### config.mk
export PLATFORM = sky130hd
export DESIGN_NAME = lru_cache_with_ttl_expiry_top_flat
export DESIGN_NICKNAME = d
export VERILOG_FILES = /design/src/lrut_pkg.sv /design/src/lrut_if.sv /design/src/lrut_cell.sv /design/src/lru_cache_with_ttl_expiry_top.sv /design/src/flat_wrapper.sv
export SDC_FILE = /design/constraint.sdc
export NUM_CORES = 2
export LEC_CHECK = 0
export ABC_AREA = 0
export BUFFER_PORTS_ARGS = -buffer_cell sky130_fd_sc_hd__clkbuf_2
export CORE_ASPECT_RATIO = 1.5
export CORE_MARGIN = 2
export CORE_UTILIZATION = 56
export CTS_CLUSTER_DIAMETER = 120
export CTS_CLUSTER_SIZE = 24
export DETAILED_ROUTE_END_ITERATION = 8
export GPL_ROUTABILITY_DRIVEN = 0
export PLACE_DENSITY = 0.72
export SLEW_MARGIN = 20
export SYNTH_ARGS = -nofsm -noshare
export SYNTH_HDL_FRONTEND = slang
export SYNTH_HIERARCHICAL = 1
export SYNTH_SLANG_ARGS = --single-unit
### constraint.sdc
create_clock -name clk_i -period 10.47 [get_ports clk_i]
set_input_delay 1.047 -clock clk_i [delete_from_list [all_inputs] [get_ports clk_i]]
set_output_delay 1.047 -clock clk_i [all_outputs]
set_load 0.01 [all_outputs]
### src/lrut_pkg.sv
// ----------------------------------------------------------------------------
// lrut_pkg
// Shared types and constants of the LRU cache with time-to-live expiry.
// ----------------------------------------------------------------------------
package lrut_pkg;

  localparam int unsigned ENTRIES_DEF   = 16;
  localparam int unsigned LIFE_BITS_DEF = 16;

  localparam int unsigned MODE_W  = 2;
  localparam int unsigned KEY_W   = 32;
  localparam int unsigned DATA_W  = 32;
  localparam int unsigned CAP_W   = 5;
  localparam int unsigned TTL_W   = 16;
  localparam int unsigned EXP_W   = 5;
  localparam int unsigned CFG_W   = 16;
  localparam int unsigned CFG_IDX_W = 1;

  localparam logic [MODE_W-1:0] MODE_GET  = 2'd0;
  localparam logic [MODE_W-1:0] MODE_PUT  = 2'd1;
  localparam logic [MODE_W-1:0] MODE_TICK = 2'd2;

  localparam logic [CFG_IDX_W-1:0] REG_CAPACITY = 1'b0;
  localparam logic [CFG_IDX_W-1:0] REG_TTL      = 1'b1;

  localparam logic [CAP_W-1:0] CAPACITY_RST = 5'd16;
  localparam logic [TTL_W-1:0] TTL_RST      = 16'd60;
  localparam logic [EXP_W-1:0] EXP_MAX      = 5'd31;

  typedef enum logic [2:0] {
    CELL_HOLD,
    CELL_PROMOTE,
    CELL_INSERT,
    CELL_REPLACE,
    CELL_AGE,
    CELL_COMPACT
  } cell_op_e;

  typedef struct packed {
    cell_op_e         op;
    logic [KEY_W-1:0] key;
  } cell_ctrl_t;

endpackage

### src/lrut_if.sv
// ----------------------------------------------------------------------------
// lrut_in_if / lrut_out_if
// Valid/ready channels carrying request and result words of the cache.
// ----------------------------------------------------------------------------
interface lrut_in_if;
  logic                              valid;
  logic                              ready;
  logic [lrut_pkg::MODE_W-1:0]       mode;
  logic signed [lrut_pkg::KEY_W-1:0] key;
  logic signed [lrut_pkg::DATA_W-1:0] value;

  modport source (output valid, mode, key, value, input ready);
  modport sink   (input valid, mode, key, value, output ready);
endinterface

interface lrut_out_if;
  logic                               valid;
  logic                               ready;
  logic                               hit;
  logic signed [lrut_pkg::DATA_W-1:0] read_value;
  logic                               evicted;
  logic signed [lrut_pkg::KEY_W-1:0]  evicted_key;
  logic [lrut_pkg::EXP_W-1:0]         expired_count;

  modport source (output valid, hit, read_value, evicted, evicted_key, expired_count,
                  input ready);
  modport sink   (input valid, hit, read_value, evicted, evicted_key, expired_count,
                  output ready);
endinterface

### src/lrut_cell.sv
// ----------------------------------------------------------------------------
// lrut_cell
// One cache entry of the recency-ordered chain; shifts from its neighbors.
// ----------------------------------------------------------------------------
module lrut_cell #(
  parameter int unsigned LIFE_BITS = lrut_pkg::LIFE_BITS_DEF
) (
  input  logic                        clk_i,
  input  logic                        rst_ni,
  input  lrut_pkg::cell_ctrl_t        ctrl_i,
  input  logic                        prev_valid_i,
  input  logic [lrut_pkg::KEY_W-1:0]  prev_key_i,
  input  logic [lrut_pkg::DATA_W-1:0] prev_data_i,
  input  logic [LIFE_BITS-1:0]        prev_life_i,
  input  logic                        prev_dying_i,
  input  logic                        next_valid_i,
  input  logic [lrut_pkg::KEY_W-1:0]  next_key_i,
  input  logic [lrut_pkg::DATA_W-1:0] next_data_i,
  input  logic [LIFE_BITS-1:0]        next_life_i,
  input  logic                        next_dying_i,
  input  logic                        sfx_i,
  output logic                        sfx_o,
  input  logic                        dpfx_i,
  output logic                        dpfx_o,
  input  logic [lrut_pkg::DATA_W-1:0] dchain_i,
  output logic [lrut_pkg::DATA_W-1:0] dchain_o,
  input  logic [lrut_pkg::KEY_W-1:0]  kchain_i,
  output logic [lrut_pkg::KEY_W-1:0]  kchain_o,
  output logic                        valid_o,
  output logic [lrut_pkg::KEY_W-1:0]  key_o,
  output logic [lrut_pkg::DATA_W-1:0] data_o,
  output logic [LIFE_BITS-1:0]        life_o,
  output logic                        dying_o
);
  import lrut_pkg::*;

  logic                valid_q, valid_d;
  logic                dying_q, dying_d;
  logic [KEY_W-1:0]    key_q, key_d;
  logic [DATA_W-1:0]   data_q, data_d;
  logic [LIFE_BITS-1:0] life_q, life_d;
  logic                match;
  logic                take_prev;
  logic                take_next;

  assign match    = valid_q && (key_q == ctrl_i.key);
  assign sfx_o    = sfx_i | match;
  assign dpfx_o   = dpfx_i | dying_q;
  assign dchain_o = dchain_i | (match ? data_q : '0);
  assign kchain_o = kchain_i | ((valid_q && !next_valid_i) ? key_q : '0);

  always_comb begin
    take_prev = 1'b0;
    take_next = 1'b0;
    valid_d   = valid_q;
    dying_d   = dying_q;
    key_d     = key_q;
    data_d    = data_q;
    life_d    = life_q;
    case (ctrl_i.op)
      CELL_PROMOTE: take_prev = sfx_o;
      CELL_INSERT:  take_prev = prev_valid_i;
      CELL_REPLACE: take_prev = valid_q;
      CELL_COMPACT: take_next = dpfx_o;
      CELL_AGE: begin
        if (valid_q) begin
          life_d  = life_q - LIFE_BITS'(1);
          dying_d = (life_q == LIFE_BITS'(1));
        end
      end
      default: ;
    endcase
    if (take_prev) begin
      valid_d = prev_valid_i;
      dying_d = prev_dying_i;
      key_d   = prev_key_i;
      data_d  = prev_data_i;
      life_d  = prev_life_i;
    end else if (take_next) begin
      valid_d = next_valid_i;
      dying_d = next_dying_i;
      key_d   = next_key_i;
      data_d  = next_data_i;
      life_d  = next_life_i;
    end
  end

  always_ff @(posedge clk_i or negedge rst_ni) begin
    if (!rst_ni) begin
      valid_q <= 1'b0;
      dying_q <= 1'b0;
    end else begin
      valid_q <= valid_d;
      dying_q <= dying_d;
    end
  end

  always_ff @(posedge clk_i) begin
    key_q  <= key_d;
    data_q <= data_d;
    life_q <= life_d;
  end

  assign valid_o = valid_q;
  assign dying_o = dying_q;
  assign key_o   = key_q;
  assign data_o  = data_q;
  assign life_o  = life_q;

endmodule

### src/lru_cache_with_ttl_expiry_top.sv
// ----------------------------------------------------------------------------
// lru_cache_with_ttl_expiry_top
// Fully associative key/value cache with LRU replacement and tick-based expiry.
// ----------------------------------------------------------------------------
// Requests enter on in_i as words of mode (get, put or tick), key and value.
// Every request yields exactly one result word on out_o: hit, read value,
// evicted flag and key, and the number of entries expired by a tick.
// Entries sit in a chain of cells ordered by recency, the most recent at
// cell zero, so a hit or an insert is one shift of a prefix of the chain.
// For a get or put, the key is compared in every cell in the cycle it is
// accepted, and the chain shifts in the apply state. A tick ages every
// entry in the apply state, then the chain closes one gap per cycle until
// no expired entry is left. The configuration port writes capacity and
// ttl_ticks and may be used only while no request is in flight.
// Reset empties the cache at once and restores capacity 16 and ttl 60.
// A result waits in an output register while the receiver stalls; the next
// request is still accepted, but only a get or put waits to update the chain.
// ----------------------------------------------------------------------------
module lru_cache_with_ttl_expiry_top #(
  parameter int unsigned ENTRIES   = lrut_pkg::ENTRIES_DEF,
  parameter int unsigned LIFE_BITS = lrut_pkg::LIFE_BITS_DEF
) (
  input  logic                            clk_i,
  input  logic                            rst_ni,
  input  logic                            cfg_we_i,
  input  logic [lrut_pkg::CFG_IDX_W-1:0]  cfg_idx_i,
  input  logic [lrut_pkg::CFG_W-1:0]      cfg_data_i,
  lrut_in_if.sink                         in_i,
  lrut_out_if.source                      out_o
);
  import lrut_pkg::*;

  localparam int unsigned IDX_W  = (ENTRIES > 1) ? $clog2(ENTRIES) : 1;
  localparam int unsigned CAPX_W = ($clog2(ENTRIES + 1) > CAP_W) ? $clog2(ENTRIES + 1)
                                                                : CAP_W;

  localparam logic [1:0] S_IDLE  = 2'd0;
  localparam logic [1:0] S_APPLY = 2'd1;
  localparam logic [1:0] S_DRAIN = 2'd2;

  logic [1:0]        state_q, state_d;
  logic [CAP_W-1:0]  capacity_q;
  logic [TTL_W-1:0]  ttl_q;

  logic [MODE_W-1:0] mode_q;
  logic [KEY_W-1:0]  key_q;
  logic [DATA_W-1:0] value_q;
  logic              hit_q;
  logic [DATA_W-1:0] hdata_q;
  logic [KEY_W-1:0]  lkey_q;
  logic              full_q;
  logic [EXP_W-1:0]  cnt_q, cnt_d;

  logic              out_valid_q;
  logic              res_hit_q, res_ev_q;
  logic [DATA_W-1:0] res_rd_q;
  logic [KEY_W-1:0]  res_evk_q;
  logic [EXP_W-1:0]  res_exp_q;

  logic              emit, emit_ok, accept;
  logic              res_hit, res_ev;
  logic [DATA_W-1:0] res_rd;
  logic [KEY_W-1:0]  res_evk;
  logic [EXP_W-1:0]  res_exp;
  cell_op_e          op;
  cell_ctrl_t        ctrl;

  logic [CAPX_W-1:0] cap_x, cap_eff, cap_m1;
  logic              full;
  logic [32:0]       ttl_ext, max_ext;
  logic [LIFE_BITS-1:0] life_load;
  logic [DATA_W-1:0] new_data;

  logic [ENTRIES:0]  sfx_w, dpfx_w;
  logic [DATA_W-1:0] dch_w [ENTRIES+1];
  logic [KEY_W-1:0]  kch_w [ENTRIES+1];
  logic [ENTRIES-1:0] ent_valid, ent_dying;
  logic [KEY_W-1:0]  ent_key  [ENTRIES];
  logic [DATA_W-1:0] ent_data [ENTRIES];
  logic [LIFE_BITS-1:0] ent_life [ENTRIES];
  logic [ENTRIES:0]  valid_inc;

  assign accept  = in_i.valid && in_i.ready;
  assign emit_ok = !out_valid_q || out_o.ready;
  assign in_i.ready = (state_q == S_IDLE);

  always_comb begin
    cap_x = CAPX_W'(capacity_q);
    if (cap_x == '0) begin
      cap_eff = CAPX_W'(1);
    end else if (cap_x > CAPX_W'(ENTRIES)) begin
      cap_eff = CAPX_W'(ENTRIES);
    end else begin
      cap_eff = cap_x;
    end
    cap_m1 = cap_eff - CAPX_W'(1);
    full   = ent_valid[cap_m1[IDX_W-1:0]];
  end

  always_comb begin
    ttl_ext = 33'(ttl_q);
    max_ext = (33'd1 << LIFE_BITS) - 33'd1;
    if (ttl_q == '0) begin
      life_load = LIFE_BITS'(1);
    end else if (ttl_ext > max_ext) begin
      life_load = max_ext[LIFE_BITS-1:0];
    end else begin
      life_load = ttl_ext[LIFE_BITS-1:0];
    end
  end

  assign new_data = (mode_q == MODE_GET) ? hdata_q : value_q;

  always_comb begin
    state_d = state_q;
    cnt_d   = cnt_q;
    op      = CELL_HOLD;
    emit    = 1'b0;
    res_hit = 1'b0;
    res_rd  = '0;
    res_ev  = 1'b0;
    res_evk = '0;
    res_exp = '0;
    case (state_q)
      S_IDLE: begin
        if (in_i.valid) begin
          state_d = S_APPLY;
        end
      end
      S_APPLY: begin
        if (mode_q == MODE_TICK) begin
          op      = CELL_AGE;
          cnt_d   = '0;
          state_d = S_DRAIN;
        end else if (emit_ok) begin
          emit    = 1'b1;
          state_d = S_IDLE;
          if (mode_q == MODE_GET) begin
            res_hit = hit_q;
            if (hit_q) begin
              op     = CELL_PROMOTE;
              res_rd = hdata_q;
            end
          end else if (mode_q == MODE_PUT) begin
            if (hit_q) begin
              res_hit = 1'b1;
              op      = CELL_PROMOTE;
            end else if (full_q) begin
              op      = CELL_REPLACE;
              res_ev  = 1'b1;
              res_evk = lkey_q;
            end else begin
              op = CELL_INSERT;
            end
          end
        end
      end
      S_DRAIN: begin
        if (dpfx_w[ENTRIES]) begin
          op = CELL_COMPACT;
          if (cnt_q != EXP_MAX) begin
            cnt_d = cnt_q + EXP_W'(1);
          end
        end else if (emit_ok) begin
          emit    = 1'b1;
          res_exp = cnt_q;
          state_d = S_IDLE;
        end
      end
      default: state_d = S_IDLE;
    endcase
  end

  assign ctrl.op  = op;
  assign ctrl.key = (state_q == S_IDLE) ? KEY_W'(in_i.key) : key_q;

  assign sfx_w[ENTRIES] = 1'b0;
  assign dpfx_w[0]      = 1'b0;
  assign dch_w[ENTRIES] = '0;
  assign kch_w[ENTRIES] = '0;

  for (genvar g = 0; g < ENTRIES; g++) begin : g_cell
    logic                 p_valid, p_dying, n_valid, n_dying;
    logic [KEY_W-1:0]     p_key, n_key;
    logic [DATA_W-1:0]    p_data, n_data;
    logic [LIFE_BITS-1:0] p_life, n_life;

    if (g == 0) begin : g_head
      assign p_valid = 1'b1;
      assign p_dying = 1'b0;
      assign p_key   = key_q;
      assign p_data  = new_data;
      assign p_life  = life_load;
    end else begin : g_body
      assign p_valid = ent_valid[g-1];
      assign p_dying = ent_dying[g-1];
      assign p_key   = ent_key[g-1];
      assign p_data  = ent_data[g-1];
      assign p_life  = ent_life[g-1];
    end

    if (g == ENTRIES - 1) begin : g_tail
      assign n_valid = 1'b0;
      assign n_dying = 1'b0;
      assign n_key   = '0;
      assign n_data  = '0;
      assign n_life  = '0;
    end else begin : g_next
      assign n_valid = ent_valid[g+1];
      assign n_dying = ent_dying[g+1];
      assign n_key   = ent_key[g+1];
      assign n_data  = ent_data[g+1];
      assign n_life  = ent_life[g+1];
    end

    lrut_cell #(
      .LIFE_BITS (LIFE_BITS)
    ) u_cell (
      .clk_i        (clk_i),
      .rst_ni       (rst_ni),
      .ctrl_i       (ctrl),
      .prev_valid_i (p_valid),
      .prev_key_i   (p_key),
      .prev_data_i  (p_data),
      .prev_life_i  (p_life),
      .prev_dying_i (p_dying),
      .next_valid_i (n_valid),
      .next_key_i   (n_key),
      .next_data_i  (n_data),
      .next_life_i  (n_life),
      .next_dying_i (n_dying),
      .sfx_i        (sfx_w[g+1]),
      .sfx_o        (sfx_w[g]),
      .dpfx_i       (dpfx_w[g]),
      .dpfx_o       (dpfx_w[g+1]),
      .dchain_i     (dch_w[g+1]),
      .dchain_o     (dch_w[g]),
      .kchain_i     (kch_w[g+1]),
      .kchain_o     (kch_w[g]),
      .valid_o      (ent_valid[g]),
      .key_o        (ent_key[g]),
      .data_o       (ent_data[g]),
      .life_o       (ent_life[g]),
      .dying_o      (ent_dying[g])
    );
  end

  always_ff @(posedge clk_i or negedge rst_ni) begin
    if (!rst_ni) begin
      state_q     <= S_IDLE;
      capacity_q  <= CAPACITY_RST;
      ttl_q       <= TTL_RST;
      cnt_q       <= '0;
      out_valid_q <= 1'b0;
    end else begin
      state_q <= state_d;
      cnt_q   <= cnt_d;
      if (cfg_we_i) begin
        case (cfg_idx_i)
          REG_CAPACITY: capacity_q <= cfg_data_i[CAP_W-1:0];
          REG_TTL:      ttl_q      <= cfg_data_i[TTL_W-1:0];
          default: ;
        endcase
      end
      if (emit) begin
        out_valid_q <= 1'b1;
      end else if (out_o.ready) begin
        out_valid_q <= 1'b0;
      end
    end
  end

  always_ff @(posedge clk_i) begin
    if (accept) begin
      mode_q  <= in_i.mode;
      key_q   <= KEY_W'(in_i.key);
      value_q <= DATA_W'(in_i.value);
      hit_q   <= sfx_w[0];
      hdata_q <= dch_w[0];
      lkey_q  <= kch_w[0];
      full_q  <= full;
    end
    if (emit) begin
      res_hit_q <= res_hit;
      res_rd_q  <= res_rd;
      res_ev_q  <= res_ev;
      res_evk_q <= res_evk;
      res_exp_q <= res_exp;
    end
  end

  assign out_o.valid         = out_valid_q;
  assign out_o.hit           = res_hit_q;
  assign out_o.read_value    = res_rd_q;
  assign out_o.evicted       = res_ev_q;
  assign out_o.evicted_key   = res_evk_q;
  assign out_o.expired_count = res_exp_q;

  assign valid_inc = {1'b0, ent_valid} + (ENTRIES + 1)'(1);

  a_chain_compact : assert property (@(posedge clk_i) disable iff (!rst_ni)
    (valid_inc[ENTRIES-1:0] & ent_valid) == '0)
    else $error("valid entries are not packed toward the head of the chain");

  a_dying_drain : assert property (@(posedge clk_i) disable iff (!rst_ni)
    (ent_dying != '0) |-> (state_q == S_DRAIN))
    else $error("expiring entries remain outside the drain phase");

  a_apply_emits : assert property (@(posedge clk_i) disable iff (!rst_ni)
    (state_q == S_APPLY && mode_q != MODE_TICK && emit_ok) |=> out_valid_q)
    else $error("a lookup finished without presenting its result");

  a_hit_no_evict : assert property (@(posedge clk_i) disable iff (!rst_ni)
    out_valid_q |-> !(res_hit_q && res_ev_q))
    else $error("a result reports both a hit and an eviction");

endmodule
### src/flat_wrapper.sv
// flat-port wrapper written by rule: the top's interface ports become plain ports
module lru_cache_with_ttl_expiry_top_flat import lrut_pkg::*;
#(
  parameter int unsigned ENTRIES   = lrut_pkg::ENTRIES_DEF,
  parameter int unsigned LIFE_BITS = lrut_pkg::LIFE_BITS_DEF
)
  (clk_i, rst_ni, cfg_we_i, cfg_idx_i, cfg_data_i, in_i_valid, in_i_mode, in_i_key, in_i_value, in_i_ready, out_o_valid, out_o_hit, out_o_read_value, out_o_evicted, out_o_evicted_key, out_o_expired_count, out_o_ready);
  lrut_in_if in_i_i ();
  lrut_out_if out_o_i ();
  input  logic clk_i;
  input  logic rst_ni;
  input  logic cfg_we_i;
  input  logic [lrut_pkg::CFG_IDX_W-1:0] cfg_idx_i;
  input  logic [lrut_pkg::CFG_W-1:0] cfg_data_i;
  input wire logic [$bits(in_i_i.valid)-1:0] in_i_valid;
  input wire logic [$bits(in_i_i.mode)-1:0] in_i_mode;
  input wire logic [$bits(in_i_i.key)-1:0] in_i_key;
  input wire logic [$bits(in_i_i.value)-1:0] in_i_value;
  output wire logic [$bits(in_i_i.ready)-1:0] in_i_ready;
  output wire logic [$bits(out_o_i.valid)-1:0] out_o_valid;
  output wire logic [$bits(out_o_i.hit)-1:0] out_o_hit;
  output wire logic [$bits(out_o_i.read_value)-1:0] out_o_read_value;
  output wire logic [$bits(out_o_i.evicted)-1:0] out_o_evicted;
  output wire logic [$bits(out_o_i.evicted_key)-1:0] out_o_evicted_key;
  output wire logic [$bits(out_o_i.expired_count)-1:0] out_o_expired_count;
  input wire logic [$bits(out_o_i.ready)-1:0] out_o_ready;
  assign in_i_i.valid = in_i_valid;
  assign in_i_i.mode = in_i_mode;
  assign in_i_i.key = in_i_key;
  assign in_i_i.value = in_i_value;
  assign in_i_ready = in_i_i.ready;
  assign out_o_valid = out_o_i.valid;
  assign out_o_hit = out_o_i.hit;
  assign out_o_read_value = out_o_i.read_value;
  assign out_o_evicted = out_o_i.evicted;
  assign out_o_evicted_key = out_o_i.evicted_key;
  assign out_o_expired_count = out_o_i.expired_count;
  assign out_o_i.ready = out_o_ready;
  lru_cache_with_ttl_expiry_top #(.ENTRIES(ENTRIES), .LIFE_BITS(LIFE_BITS)) u_core (.clk_i(clk_i), .rst_ni(rst_ni), .cfg_we_i(cfg_we_i), .cfg_idx_i(cfg_idx_i), .cfg_data_i(cfg_data_i), .in_i(in_i_i), .out_o(out_o_i));
endmodule
### After elaboration in Yosys (flattened, before gate mapping)

Index checks and enable logic that the tools add are counted.

* flip-flop bits (word level): 1544
* input port bits: 88
* logic and storage cells: 682
* output and inout port bits: 73

* add/sub/neg operators: 18
* eq/ne operators: 47
* muxes and demuxes: 322
* magnitude comparators: 2
* bitwise operators: 68
* reduce and logical (&&, ||, !) cells: 128

Operators with widths (count)
* $mux W32: 97
* $mux W16: 65
* $or A32 B32 Y32: 30
* $eq A32 B32 Y1: 16
* $eq A16 B1 Y1 const B: 16
* $sub A16 B1 Y16 const B: 16
* $mux W1: 124
* $reduce_bool A3 Y1: 32
* $pmux W1 S3: 16
* $reduce_and A2 Y1: 19
* $reduce_bool A2 Y1: 18
* $logic_and A1 B1 Y1: 32
* $or A1 B1 Y1: 30
* $mux W3: 6
* $logic_not A1 Y1: 16
* $logic_not A16 Y1: 1
* $mux W5: 3
* $pmux W5 S2: 1
* $mux W2: 4
* $mux W4: 2
* $not A1 Y1: 8
* $reduce_or A7 Y1: 1
* $eq A3 B2 Y1 const B: 2
* $eq A3 B3 Y1 const B: 2
* 21 further kinds: 28

### Longest topological paths before layout

* depth in word-level cells: 22
* mapped depth: 31
* mapped depth without buffers: 28

### Cells and area by module

Netlist, hierarchy kept.

Modules (own cells, without submodules)
* lrut_cell (u_core.g_cell[11].u_cell ...): area each 4972.3 µm², sequential area each 2452.4 µm², cells an instance 398, instances 12
* lrut_cell (u_core.g_cell[0].u_cell ...): area each 5117.4 µm², sequential area each 2452.4 µm², cells an instance 392, instances 2
* lru_cache_with_ttl_expiry_top: area each 9026.2 µm², sequential area each 6827.8 µm², cells an instance 508, instances 1
* lrut_cell (u_core.g_cell[9].u_cell): area each 5133.7 µm², sequential area each 2452.4 µm², cells an instance 389, instances 1
* lrut_cell (u_core.g_cell[8].u_cell): area each 4918.5 µm², sequential area each 2452.4 µm², cells an instance 392, instances 1

### Least setup slack after synthesis

No wires, ideal clock.

* kind: flip-flop to flip-flop
* start: register u_core.state_q[0]
* end: register u_core.g_cell[0].u_cell.data_q[0], enable pin
* path slack: 1.098 ns
* setup time: 0.690 ns
* path buffers: 4
* required time: 9.780 ns
* cell stages (with the launch flop): 32
* arrival: 8.682 ns
* period minus slack after synthesis: 9.372 ns
* cell sequence: dfrtp_1 -> inv_1 -> ha_1 -> clkbuf_1 -> buf_1 -> mux2_2 -> xnor2_1 -> nand4_1 -> nor3_1 -> nand3_1 -> nor2_1 -> or2_2 -> or2_2 -> or2_2 -> or2_2 -> or2_2 -> or2_2 -> or2_2 -> or2_2 -> or2_2 -> or2_2 -> or2_2 -> or2_2 -> or2_2 -> or2_2 -> or2_2 -> a22o_1 -> nand2_1 -> o41a_1 -> buf_4 -> buf_6 -> nand2_1

RTL lines
* start, declared: line lru_cache_with_ttl_expiry_top.sv:41 `logic [1:0] state_q, state_d;`
* start signal, assigned: line lru_cache_with_ttl_expiry_top.sv:256 `state_q <= state_d;`
* end signal, assigned: line lrut_cell.sv:100 `data_q <= data_d;`
* end, declared: line lrut_cell.sv:40 `logic [DATA_W-1:0] data_q, data_d;`

==> out/qor.txt <==
final setup TNS = 0 ps
top library cells by usage in the layout, fill and taps aside = edfxtp_1, mux2_2, a21o_1, xor2_1, xnor2_1
Setup Viol. Count Final = 0
met1 capacity usage during global routing = 43.8%
standby leakage power = 0.0352 µW
area of the die = 162,000 µm²
drt initial violations = 8,087
origin of the critical flop-to-flop path = u_core/state_q[1]
kind of critical path = register to register
Final Max Tran Viols = 0
Crit path required time = 10,780 ps
fraction of layout cells with a size suffix above 1 = 24.7%
Synth Register Bits = 1,544
effective utilization at floorplan = 56.3%
synth unique cells = 71
number of setup buffers added after CTS = 0
design area = 94,400 µm²
GR met2 Demand/Resource = 51.5%
Detailed Route WL = 277 mm
# nets final = 7,164
H-tree Lvls = 3
result of the run = completed
Setup WS post-layout = 759 ps
count of vias placed by the detailed router = 61,200
Clk Tree Root Cell = clkbuf_16
number of cells on the worst reg-to-reg path = 28
endpoint type of the worst setup path = register
Critical Path Max Stage Delay = 760 ps
clock network power share = 16.0%
DRC Markers = 0
startpoint type of the worst setup path = register
global route overflow = 0
Port Buffer Count = 160
routed length per placed instance = 30.3 µm
Worst Clk Skew = 45.0 ps
Die X = 329 µm
number of global-route vias before repair = 59,000
endpoint of the most critical register-to-register path = u_core/g_cell[0].u_cell/life_o[11]
setup slack at placement = 973 ps
maximum number of pins on one net before global-route repair = 82
busiest grt layer = met2
transition time at the pin with the least slew margin = 1270 ps
Seq pwr share = 45.9%
detailed-route vias per instance = 6.68
Clock Sinks = 1,544
Num CTS Buffers = 74
Clk pin slew, worst setup/hold paths = 100 ps
Arrival @ worst endpoint = 10,030 ps
Syn Inst Count = 6,849
Cell Area, Placed = 92,200 µm²
Clock Latency Late Sink = 780 ps
class of the tightest hold or removal check = primary input to async pin
cell internal power dissipation = 13,000 µW
ports placed on the boundary = 161
setup repair after global routing missed its margin = false
most frequent standard cell in the layout excluding fill and tap cells = edfxtp_1
cts hold-fix bufs = 0
GR met3 Demand/Resource = 7.16%
net switching fraction of the power = 38.2%
number of hold violations in the final report = 0
area of the core = 158,000 µm²
CP max-delay cell = mux2_2
synthesis warning total = 6
first-pass GRT wire length = 405 mm
antenna-violating nets left = 0
Max Buffers Root-to-Sink = 3
total half-perimeter wirelength after legalization and detailed placement = 198 mm
internal reg-to-reg setup slack = 760 ps
Chip Height = 492 µm
cell area after synthesis = 89,000 µm²
total track usage = 33.4%
Site Rows = 179
worst ir drop on vdd = 0.258 mV
sequential fraction of the synthesis area = 51.8%
Layout fillers = 12,700
crit share post-route = 92.8%
worst slew margin relative to its limit = 14.9%
TritonCTS clock tree = yes
Resized cells post-CTS = 0
antenna violations before repair = 7
mean post-synth cell area = 13.0 µm²
Achievable Freq = 0.103 GHz
combinational power share = 38.1%
number of enable-type register cells in the synthesized netlist = 1,483
share of flip-flops with an asynchronous set or reset after synthesis = 3.95%
switching power summed over all nets = 8030 µW
power density of the placed cells = 223 nW/µm²
total of max-cap violations = 0
predominant post-synthesis flop cell = edfxtp_1
number of search-and-repair iterations in the first detailed-routing pass = 8
final worst path period need = 9710 ps
final total power = 21,000 µW
Max Fanout on Critical Path = 34
most used cell along the critical path = or2_2
Layout Area Growth over Synthesis = 6.10%
-- registers in the layout, indices dropped and copies added (netlist names), 2 cells and up --
signal and cells:
u_core/cnt_q 5, u_core/g_cell.u_cell/life_o 256, u_core/state_q 2, u_core/g_cell.u_cell/dying_o 16
u_core/out_o.expired_count 5, u_core/g_cell.u_cell/valid_o 16, u_core/cap_x 5, u_core/out_o.read_value 32
u_core/value_q 32, u_core/lkey_q 32, u_core/g_cell.u_cell/data_o 512, u_core/ttl_q 16
u_core/g_cell.u_cell/key_o 512, u_core/mode_q 2, u_core/g_cell.p_key 32, u_core/hdata_q 32
u_core/out_o.evicted_key 32
-- cell usage after synthesis (48+ instances only) --
cell type  count  area share, %
edfxtp_1    1483             50
mux2_2      1073             14
a21o_1      1037            8.7
xor2_1       371            3.7
xnor2_1      335            3.3
nand2_1      312            1.3
o21ai_0      270            1.5
nor2_1       195           0.82
clkbuf_1     174           0.73
mux2_4       167            2.8
mux2_1       143            1.8
nor4_1       135           0.95
buf_6        121            1.5
nand3_1      120           0.67
nor3_1       102           0.57
inv_1         86           0.36
nand4_1       83           0.58
and2_1        72           0.51
dfrtp_1       56            1.6
or3_1         48           0.34
-- cell type report --
| cell class | count | area (µm²) | share of cell area (%) |
|---|---|---|---|
| inverter | 86 | 323 | 0.342 |
| clock buffer | 98 | 1940 | 2.06 |
| sequential | 1544 | 46100 | 48.8 |
| tap | 2081 | 2600 | 2.76 |
| multi-input combinational | 5058 | 41500 | 44.0 |
| clock inverter | 8 | 92.6 | 0.0981 |
| timing repair buffer | 273 | 1850 | 1.95 |
| antenna | 5 | 12.5 | 0.0133 |
-- worst max path at each step --
stage                      startpoint                                  to  slack [ps]  cells past startpoint
global route        u_core/state_q[1]  u_core/g_cell[0].u_cell/life_o[11]         560                     28
CTS                 u_core/state_q[1]  u_core/g_cell[0].u_cell/life_o[11]         910                     28
global placement    u_core/state_q[0]  u_core/g_cell[0].u_cell/life_o[10]        1070                     27
floorplan           u_core/state_q[0]   u_core/g_cell[0].u_cell/data_o[0]        1100                     31
finish              u_core/state_q[1]  u_core/g_cell[0].u_cell/life_o[11]         760                     28
detailed placement  u_core/state_q[1]   u_core/g_cell[0].u_cell/life_o[9]         970                     28
-- power by group through the flow --
stage / sequential, µW / clock, µW / combinational (µW)
2_1_floorplan: 9290 / 0 / 5520
3_3_place_gp: 9710 / 0 / 7510
3_5_place_dp: 9740 / 0 / 7660
4_1_cts: 9610 / 3400 / 7700
5_1_grt: 9750 / 3580 / 8300
6_report: 9660 / 3360 / 8020
-- critical path: cells and delay by family (launching register included) --
| kind | cells | cell delay [ps] |
|---|---|---|
| simple gates | 21 | 6200 |
| compound gates | 2 | 870 |
| xor+xnor | 1 | 230 |
| flops | 1 | 420 |
| fa+ha+maj | 1 | 200 |
| mux | 1 | 760 |
| buf+inv | 2 | 500 |
-- stage by stage --
stage / std cells / hold slack, ps / util [%]
floorplan: 7000 / 470 / -
global placement: 9035 / 499 / 58.3
detailed placement: 9036 / 502 / 58.3
CTS: 9142 / 52.8 / 59.6
global route: 9151 / 73.2 / 59.7
finish: 9153 / 76.4 / 59.7
-- cells by family after synthesis --
group	share of synthesized area [%]
buffers and inverters	2.73
other	0.00844
multiplexers	18.5
AO/OA/AOI/OAI	12.1
XOR/XNOR	6.95
flip-flops	51.8
AND/OR/NAND/NOR	7.40
adder cells (fa/ha/maj)	0.548
-- routing by layer --
| metal | wire length, µm | part of all wire, % |
|---|---|---|
| met3 | 27900 | 10 |
| met1 | 106000 | 38 |
| met5 | 27 | 0.0097 |
| met2 | 125000 | 45 |
| met4 | 18600 | 6.7 |
Note: power is estimated with default switching activity, not from simulation.
